--- config.mk ---
export PLATFORM = sky130hd
export DESIGN_NAME = r5rd_div
export DESIGN_NICKNAME = d
export VERILOG_FILES = /design/src/rtl/r5rd_pkg.sv /design/src/rtl/r5rd_div.sv
export SDC_FILE = /design/constraint.sdc
export NUM_CORES = 1
export LEC_CHECK = 0
export BUFFER_PORTS_ARGS = -buffer_cell sky130_fd_sc_hd__buf_2
export CAP_MARGIN = 0
export CORE_UTILIZATION = 41
export CTS_CLUSTER_DIAMETER = 60
export CTS_CLUSTER_SIZE = 14
export DETAILED_ROUTE_END_ITERATION = 7
export PLACE_DENSITY = 0.68
export SYNTH_ARGS = -nofsm -noshare
export SYNTH_HDL_FRONTEND = slang
export SYNTH_SLANG_ARGS = --single-unit
--- constraint.sdc ---
create_clock -name aclk -period 2.2 [get_ports aclk]
set_input_delay 0.33 -clock aclk [delete_from_list [all_inputs] [get_ports aclk]]
set_output_delay 0.33 -clock aclk [all_outputs]
set_load 0.02 [all_outputs]
--- src/rtl/r5rd_pkg.sv ---
// ----------------------------------------------------------------------------
// r5rd_pkg
// Shared constants and types of the RAID-5 block read and rebuild engine.
// ----------------------------------------------------------------------------
`default_nettype none

package r5rd_pkg;

    localparam int MAX_DISKS   = 8;
    localparam int DISK_DEPTH  = 1024;
    localparam int DISK_W      = $clog2(MAX_DISKS);
    localparam int POS_W       = $clog2(DISK_DEPTH);
    localparam int STORE_DEPTH = MAX_DISKS * DISK_DEPTH;
    localparam int STORE_AW    = DISK_W + POS_W;
    localparam int WORD_W      = 32;
    localparam int CFG_W       = 11;
    localparam int NDISK_W     = 4;
    localparam int DIVISOR_W   = 14;
    localparam int STEP_W      = 6;

    localparam logic [STEP_W-1:0] STEPS_LAYER = 6'd32;
    localparam logic [STEP_W-1:0] STEPS_IDX   = 6'd14;
    localparam logic [STEP_W-1:0] STEPS_ROT   = 6'd10;

    typedef enum logic [1:0] {
        CFG_NUM_DISKS       = 2'd0,
        CFG_STRIP_BLOCKS    = 2'd1,
        CFG_BLOCKS_PER_DISK = 2'd2
    } cfg_index_t;

    typedef enum logic {
        REQ_LOAD = 1'b0,
        REQ_READ = 1'b1
    } req_type_t;

    typedef enum logic [2:0] {
        ST_IDLE,
        ST_LAYER,
        ST_IDX,
        ST_ROT,
        ST_MAP,
        ST_PROBE,
        ST_XOR,
        ST_DONE
    } rd_state_t;

    typedef struct packed {
        logic                 start;
        logic [WORD_W-1:0]    dividend;
        logic [DIVISOR_W-1:0] divisor;
        logic [STEP_W-1:0]    steps;
    } div_req_t;

    typedef struct packed {
        logic                 busy;
        logic                 done;
        logic [WORD_W-1:0]    quot;
        logic [DIVISOR_W-1:0] rem;
    } div_rsp_t;

endpackage

`default_nettype wire

--- src/rtl/r5rd_div.sv ---
// ----------------------------------------------------------------------------
// r5rd_div
// Shared restoring divider, one quotient bit per cycle. The dividend arrives
// left aligned; after the given number of steps the quotient sits in the low
// bits of quot and the remainder in rem.
// ----------------------------------------------------------------------------
`default_nettype none

module r5rd_div (
    input  wire logic                aclk,
    input  wire logic                aresetn,
    input  wire r5rd_pkg::div_req_t  req,
    output r5rd_pkg::div_rsp_t       rsp
);

    import r5rd_pkg::*;

    logic [WORD_W-1:0]    quo_reg, quo_next;
    logic [DIVISOR_W-1:0] rem_reg, rem_next;
    logic [DIVISOR_W-1:0] den_reg, den_next;
    logic [STEP_W-1:0]    cnt_reg, cnt_next;
    logic                 done_reg, done_next;
    logic [DIVISOR_W:0]   trial;
    logic [DIVISOR_W:0]   diff;
    logic                 ge;

    assign trial = {rem_reg, quo_reg[WORD_W-1]};
    assign ge    = trial >= {1'b0, den_reg};
    assign diff  = trial - {1'b0, den_reg};

    always_comb begin
        quo_next  = quo_reg;
        rem_next  = rem_reg;
        den_next  = den_reg;
        cnt_next  = cnt_reg;
        done_next = 1'b0;
        if (req.start) begin
            quo_next = req.dividend;
            rem_next = '0;
            den_next = req.divisor;
            cnt_next = req.steps;
        end else if (cnt_reg != '0) begin
            quo_next  = {quo_reg[WORD_W-2:0], ge};
            rem_next  = ge ? diff[DIVISOR_W-1:0] : trial[DIVISOR_W-1:0];
            cnt_next  = cnt_reg - 1'b1;
            done_next = (cnt_reg == 6'd1);
        end
    end

    always_ff @(posedge aclk) begin
        if (!aresetn) begin
            cnt_reg  <= '0;
            done_reg <= 1'b0;
        end else begin
            cnt_reg  <= cnt_next;
            done_reg <= done_next;
        end
        quo_reg <= quo_next;
        rem_reg <= rem_next;
        den_reg <= den_next;
    end

    assign rsp.busy = cnt_reg != '0;
    assign rsp.done = done_reg;
    assign rsp.quot = quo_reg;
    assign rsp.rem  = rem_reg;

endmodule

`default_nettype wire

==> results of run 1 <==
path summary, 6_finish.rpt:
path / endpoint / cells past startpoint / from / slack [ns]
setup reg to reg: rem_reg[2]$_SDFFE_PP0P_ / 9 / den_reg[12]$_DFFE_PP_ / 0.02
hold reg to reg: done_reg$_SDFF_PP0_ / 1 / cnt_reg[5]$_SDFFE_PN0P_ / 0.52
setup / recovery: rem_reg[2]$_SDFFE_PP0P_ / 9 / den_reg[12]$_DFFE_PP_ / 0.02
hold / removal: den_reg[10]$_DFFE_PP_ / 1 / req[16] / 0.15
synth_stat cells (2+ instances only):
cell      instances
dfxtp_1          21
nor3_1            8
xor2_1            4
a21o_1            3
or3_1             3
nor3b_1           2
and4b_1           2
clkbuf_1          4
ha_1             17
a211oi_1         11
edfxtp_1         46
nor4_1            4
nor2b_1           7
o21ai_0           8
nand4_1           2
and2_1            2
nand2b_1          3
buf_2             2
nand2_1           8
a22o_1            3
o21a_1            4
nor2_1           20
a311oi_1          2
mux2_2           32
mux2i_1           8
a21oi_1          11
o21bai_1          2
xnor2_1           8
o311a_1           2
nand3_1           2
o31a_1            2
o21ai_1           4
buf_1             4
inv_1            20
routing by layer:
| metal | global-route usage [%] | up-vias | share of wire, % |
|---|---|---|---|
| met5 | 0 | - | 0 |
| met3 | 6.699 | 13 | 6.7 |
| met2 | 32.44 | 97 | 48 |
| met1 | 23.24 | 1331 | 43 |
| met4 | 6.944 | 0 | 2.0 |
| li1 | - | 1400 | - |
power by group:
part | switching [W] | internal, W | total (W)
Combinational | 0.000848 | 0.000759 | 0.00161
Clock | 0.000540 | 0.000543 | 0.00108
Sequential | 0.000125 | 0.00157 | 0.00169
final cells by class:
| type | instances | area, sq um | area share [%] |
|---|---|---|---|
| repair buffers | 137 | 830.8 | 17.26 |
| clock inverters | 7 | 83.83 | 1.742 |
| flip-flops and latches | 67 | 1804 | 37.48 |
| well taps | 105 | 131.4 | 2.729 |
| clock buffers | 9 | 123.9 | 2.573 |
| inverters | 21 | 78.83 | 1.638 |
| multi-input cells | 201 | 1760 | 36.57 |
logic make-up after synthesis:
| family | Yosys count |
|---|---|
| buffers and inverters | 33 |
| AO/OA/AOI/OAI | 63 |
| AND/OR/NAND/NOR | 67 |
| flip-flops | 67 |
| multiplexers | 41 |
| XOR/XNOR | 12 |
| adder cells (fa/ha/maj) | 18 |
what timing repair did:
action | 4_1_cts | 5_1_grt
pin swaps | 2 | 17
hold buffers | 0 | 0
endpoints found under the setup margin | 6 | 15
buffers inserted | 1 | 0
endpoints found under the hold margin | 0 | 0
gates resized for setup | 1 | 14
through the flow:
| stage | hold slack, ns | setup WS [ns] | util, % |
|---|---|---|---|
| after floorplan | 0.4289 | -0.003445 | - |
| final | 0.1547 | 0.02019 | 58.00 |
| after CTS | 0.1378 | -0.007927 | 56.96 |
| after global placement | 0.4966 | -0.01520 | 54.32 |
| after detailed placement | 0.5089 | -0.05886 | 54.32 |
| after global routing | 0.1349 | -0.1131 | 58.00 |
==> Implementation_results.wiki, run 1 <==
{| class="wikitable"
! Metric !! Value
|-
| Placeable Area || just over 8000 sq um
|-
| Fin crit share || 99.08%
|-
| Cell area after placement || about 4500 sq um
|-
| Warnings from Yosys || 0
|-
| Hold/Removal Path Class || in -> reg
|-
| Max capacitance violation total || 0
|-
| Worst setup path class || reg -> reg
|-
| Clock Sinks || 67
|-
| Number of fillers in the final layout || 700
|-
| Per-instance average area after synthesis || around 12 sq um
|-
| Net count after synthesis || ~370
|-
| Proportion of synthesized flip-flops having asynchronous set or reset || 0%
|-
| Power per unit of standard cell area || slightly above 900 nW/um^2
|-
| Placer Congestion || 0.8372
|-
| Critical Path Source Type || flip-flop
|-
| Most area-hungry cell type in the Yosys netlist || edfxtp_1
|-
| First-pass GRT wire length || roughly 13000 um
|-
| Top cells by area in the synthesized netlist || edfxtp_1, dfxtp_1, mux2_2, ha_1, a211oi_1
|-
| Y dimension of the die || 95.08 um
|-
| Die Wd || between 90 and 100 um
|-
| Fin Setup TNS || 0 ns
|-
| Pins Over Slew Limit || 0
|-
| Number of global-route vias before repair || around 2800
|-
| Final wirelength || between 8000 and 9000 um
|-
| Combinational family with the most area after synthesis || compound AO/OA/AOI/OAI gates
|-
| Xor/xnor cell area share of the yosys netlist || 2.959%
|-
| Detailed router's first-iteration violation count || 89
|-
| CTS Root Cell || clkbuf_8
|-
| Number of cells produced by synthesis || around 300
|-
| Post-DR wirelength/cell || around 15 um
|-
| Setup crit end kind || flip-flop
|-
| Vias after detailed routing || 2841
|-
| Count of nets left with antenna violations after detail routing || 0
|-
| Chain of cells forming the critical path || inv_2, ha_4, a21o_1, a2111oi_4, o31a_1, a31oi_2, buf_4, mux2_4, a22o_1
|-
| Slowest cell on crit path || edfxtp_1
|-
| Compound-gate portion of the synthesized area || a little over an eighth
|-
| Placed insts || 530
|-
| Share of synthesized area spent on multiplexers || about an eighth
|-
| Dominant register cell in the synthesized netlist || edfxtp_1
|-
| Result of the run || completed
|-
| Number of H-tree levels || 3
|-
| Max FO, Critical Path || 4
|-
| Req. time, crit path || ~2.4 ns
|-
| Area added between synthesis and finish || 35.51%
|-
| Netlist cell types || 54
|-
| Fraction of post-synthesis cell area in the top cell type by area || 38.89%
|-
| Fmax || approximately 460 MHz
|-
| Max VDD drop || 479.7 uV
|-
| Fin cells || between 500 and 600
|-
| Min cycle time layout || 2.180 ns
|-
| Synth Register Bits || 67
|-
| Final hold violation count || 0
|-
| Total chip power || roughly 0.0044 W
|-
| First-pass iteration count of the detailed router || 4
|-
| Worst path bufs/invs || 2
|-
| Pin slew with the least headroom to its limit || 0.4640 ns
|-
| Top library cells by usage in the layout, fill and taps aside || buf_2, edfxtp_1, mux2_2
|-
| Die outline area || approximately 9000 sq um
|-
| GRT overflow || 0
|-
| Antenna violations before repair || 0
|-
| Detailed-route vias per instance || 5.194
|-
| Simple-gate share of the synthesized area || between 10 and 15%
|-
| Number of core rows || 33
|-
| Adder and majority cell fraction of the synthesized area || roughly 6.6%
|-
| Number of flops mapped to enable cells by yosys || 46
|-
| Worst path max stage delay || around 0.38 ns
|-
| Pin count of the biggest net entering global routing || 33
|-
| DRC violation count after routing || 0
|-
| Netlist Area Pre-Place || approximately 3600 sq um
|-
| Worst rel slew slack || just under 70%
|-
| Proportion of layout cells with a drive suffix above 1 || between 40% and 50%
|-
| CTS Buf Count || 9
|-
| Clock skew after layout || roughly 0.012 ns
|-
| Starting utilization of the core area || a little over two fifths
|-
| Unrepaired setup endpoints after global routing || true
|-
| Antenna diode count || 0
|-
| I/O Pins || approximately 100
|-
| Clock input transition at the sequential cells of the worst setup and hold paths || 0.08 ns
|-
| Arrival @ worst endpoint || roughly 2.4 ns
|-
| Most frequent standard cell in the layout excluding fill and tap cells || buf_2
|-
| Share of the yosys chip area belonging to registers || about half
|-
| Port buffer count || between 100 and 150
|-
| Setup-violating endpoint count in the final report || 0
|-
| Clock latency on the worst-skew pair || between 0.3 and 0.4 ns
|-
| Flip-flop count of the largest register, all copies and words added || 32
|-
| Maximum clock insertion buffer count || 2
|-
| Count of nets after finishing || a little over 500
|-
| P_leak || 2.071 nW
|-
| Finished layout cell area || around 4800 sq um
|-
| DPL Wire Length || 6172 um
|-
| TritonCTS clock tree || yes
|-
| Largest delay share family, worst path || compound AO/OA/AOI/OAI gates
|-
| Tot GR Track Use || between 10% and 20%
|}
Power figures use the tool's default switching activity.
==> run 2, diff against run 1 <==
- PLACE_DENSITY: 0.68 -> 0.74
==> Implementation_results.wiki, run 2 (synthesized netlist as in run 1, its figures left out) <==
{| class="wikitable"
! Metric !! Value
|-
| Max capacitance violation total || 0 (unchanged)
|-
| Number of global-route vias before repair || 2872 (+2.5%)
|-
| Starting utilization of the core area || 42.80% (unchanged)
|-
| Unrepaired setup endpoints after global routing || true
|-
| Power per unit of standard cell area || 906.5 nW/um^2 (-0.39%)
|-
| Clock latency on the worst-skew pair || 0.34 ns (about the same)
|-
| Worst setup path class || reg -> reg
|-
| Pin slew with the least headroom to its limit || 0.4423 ns (-0.02165 ns)
|-
| Count of nets after finishing || 509 (-0.20%)
|-
| First-pass GRT wire length || 13380 um (+0.62%)
|-
| Port buffer count || 102 (unchanged)
|-
| Proportion of layout cells with a drive suffix above 1 || 47.62% (-0.34 points)
|-
| Final wirelength || 8245 um (-2.2%)
|-
| Die Wd || 95.08 um (unchanged)
|-
| Clock skew after layout || 0.009504 ns (-0.002383 ns)
|-
| Number of H-tree levels || 3 (unchanged)
|-
| Critical Path Source Type || flip-flop
|-
| Flip-flop count of the largest register, all copies and words added || 32 (unchanged)
|-
| Minimum setup slack in the final design || -0.05602 ns (-0.07621 ns)
|-
| Launch point of the critical path || den_reg[12]$_DFFE_PP_
|-
| Antenna diode count || 0 (unchanged)
|-
| Depth of the most critical reg-to-reg path || 9 (unchanged)
|-
| Cts-stage hold buffer count || 0 (unchanged)
|-
| Pins Over Slew Limit || 0 (unchanged)
|-
| Final Hold Slack || 0.1578 ns (+0.003066 ns)
|-
| Startpoint of the most critical register-to-register path || den_reg[12]$_DFFE_PP_
|-
| Hold/Removal Path Class || in -> reg
|-
| Total chip power || 0.004297 W (-1.9%)
|-
| Worst reg2reg setup slack || -0.06 ns (-0.08 ns)
|-
| Detailed router's first-iteration violation count || 96 (+7.9%)
|-
| Post-DR wirelength/cell || 15.10 um (-2.0%)
|-
| Top library cells by usage in the layout, fill and taps aside || buf_2, edfxtp_1, mux2_2, buf_4, nor2_1
|-
| Req. time, crit path || 2.43 ns (about the same)
|-
| Final hold violation count || 0 (unchanged)
|-
| Min cycle time layout || 2.256 ns (+0.07621 ns)
|-
| Arrival @ worst endpoint || 2.49 ns (+0.07 ns)
|-
| DRC violation count after routing || 0 (unchanged)
|-
| Area added between synthesis and finish || 33.46%
|-
| Number of core rows || 33 (unchanged)
|-
| GRT overflow || 0 (unchanged)
|-
| Y dimension of the die || 95.08 um (unchanged)
|-
| Maximum clock insertion buffer count || 2 (unchanged)
|-
| CTS Root Cell || clkbuf_8
|-
| Result of the run || finished, violations left
|-
| Antenna violations before repair || 0 (unchanged)
|-
| Max VDD drop || 417.8 uV (-13%)
|-
| Clock Sinks || 67 (unchanged)
|-
| First-pass iteration count of the detailed router || 4 (unchanged)
|-
| Placer Congestion || 0.8704 (+4.0%)
|-
| Fin crit share || 102.5% (+3.5 points)
|-
| I/O Pins || 103 (unchanged)
|-
| Tot GR Track Use || 19.60% (+0.13 points)
|-
| Worst rel slew slack || 70.40% (+1.3 points)
|-
| Most frequent standard cell in the layout excluding fill and tap cells || buf_2
|-
| Detailed-route vias per instance || 5.161 (-0.63%)
|-
| Clock input transition at the sequential cells of the worst setup and hold paths || 0.08 ns (about the same)
|-
| Endpoint of the worst-slack reg-to-reg timing path || rem_reg[2]$_SDFFE_PP0P_
|-
| Pin count of the biggest net entering global routing || 33 (unchanged)
|-
| Setup-violating endpoint count in the final report || 2 (+2)
|-
| Die outline area || 9040 sq um (unchanged)
|-
| CTS Buf Count || 9 (unchanged)
|-
| Vias after detailed routing || 2818 (-0.81%)
|-
| Count of nets left with antenna violations after detail routing || 0 (unchanged)
|-
| Setup crit end kind || flip-flop
|-
| TritonCTS clock tree || yes
|-
| Failing checks || setup timing
|-
| P_leak || 2.035 nW (-1.7%)
|-
| DPL Wire Length || 6049 um (-2.0%)
|-
| Placeable Area || 8299 sq um (unchanged)
|-
| End point of the critical path || rem_reg[2]$_SDFFE_PP0P_
|-
| Fmax || 443.3 MHz (-3.4%)
|-
| Max FO, Critical Path || 4 (unchanged)
|}
[run 2: worst min path at each step]
stage / start / to / slack, ns / depth (start not counted)
after floorplan: req[6] / den_reg[0]$_DFFE_PP_ / 0.43 / 0
after global placement: cnt_reg[5]$_SDFFE_PN0P_ / done_reg$_SDFF_PP0_ / 0.50 / 1
after detailed placement: cnt_reg[5]$_SDFFE_PN0P_ / done_reg$_SDFF_PP0_ / 0.50 / 1
after CTS: req[7] / den_reg[1]$_DFFE_PP_ / 0.14 / 1
after global routing: req[19] / den_reg[13]$_DFFE_PP_ / 0.13 / 1
final: req[19] / den_reg[13]$_DFFE_PP_ / 0.16 / 1
[run 2: layout make-up]
cell class                      instances  area (sq um)
Fill cell                             703          3558
Multi-Input combinational cell        201          1759
Clock inverter                          6         66.31
Tap cell                              105         131.4
Sequential cell                        67          1804
Timing Repair Buffer                  136         773.2
Inverter                               21         78.83
Clock buffer                           10         127.6
[run 2: stage by stage]
stage / instances / cell area (sq um) / util [%] / worst slack, ns / TNS, ns
global placement: 527 / 4436 / 53.44 / -0.02392 / -0.02392
global route: 546 / 4741 / 57.12 / -0.1119 / -0.6733
detailed placement: 527 / 4436 / 53.44 / -0.07990 / -0.3987
CTS: 543 / 4662 / 56.17 / -0.03532 / -0.03532
finish: 546 / 4741 / 57.12 / -0.05602 / -0.06039
floorplan: 301 / 3620 / - / -0.003445 / -0.003445
[run 2: metal layers]
metal / track usage, % / up-vias / wire [um]
li1: - / 1390 / -
met4: 4.672 / 0 / 70
met1: 22.41 / 1336 / 3542
met3: 7.735 / 7 / 525
met5: 0 / - / 0
met2: 34.17 / 85 / 4107
[run 2: repair_timing]
item	in CTS	in global routing
pin swaps	6	7
gates resized for setup	6	11
endpoints found under the setup margin	10	12
setup buffers	0	3
[run 2: critical path, stage by stage, from the launching register on]
cell,delay [ns]
edfxtp_1,0.38
inv_2,0.08
ha_4,0.20
a21o_1,0.21
a2111oi_4,0.31
o31a_1,0.20
a31oi_2,0.11
buf_4,0.17
mux2_4,0.29
a22o_1,0.19
[run 2: where the power goes]
| group | internal [W] | leakage (nW) | switching [W] |
|---|---|---|---|
| clock network | 0.000524 | 0.0901 | 0.000492 |
| registers | 0.00157 | 0.645 | 0.000121 |
| logic | 0.000742 | 1.30 | 0.000852 |
| total | 0.00283 | 2.04 | 0.00147 |
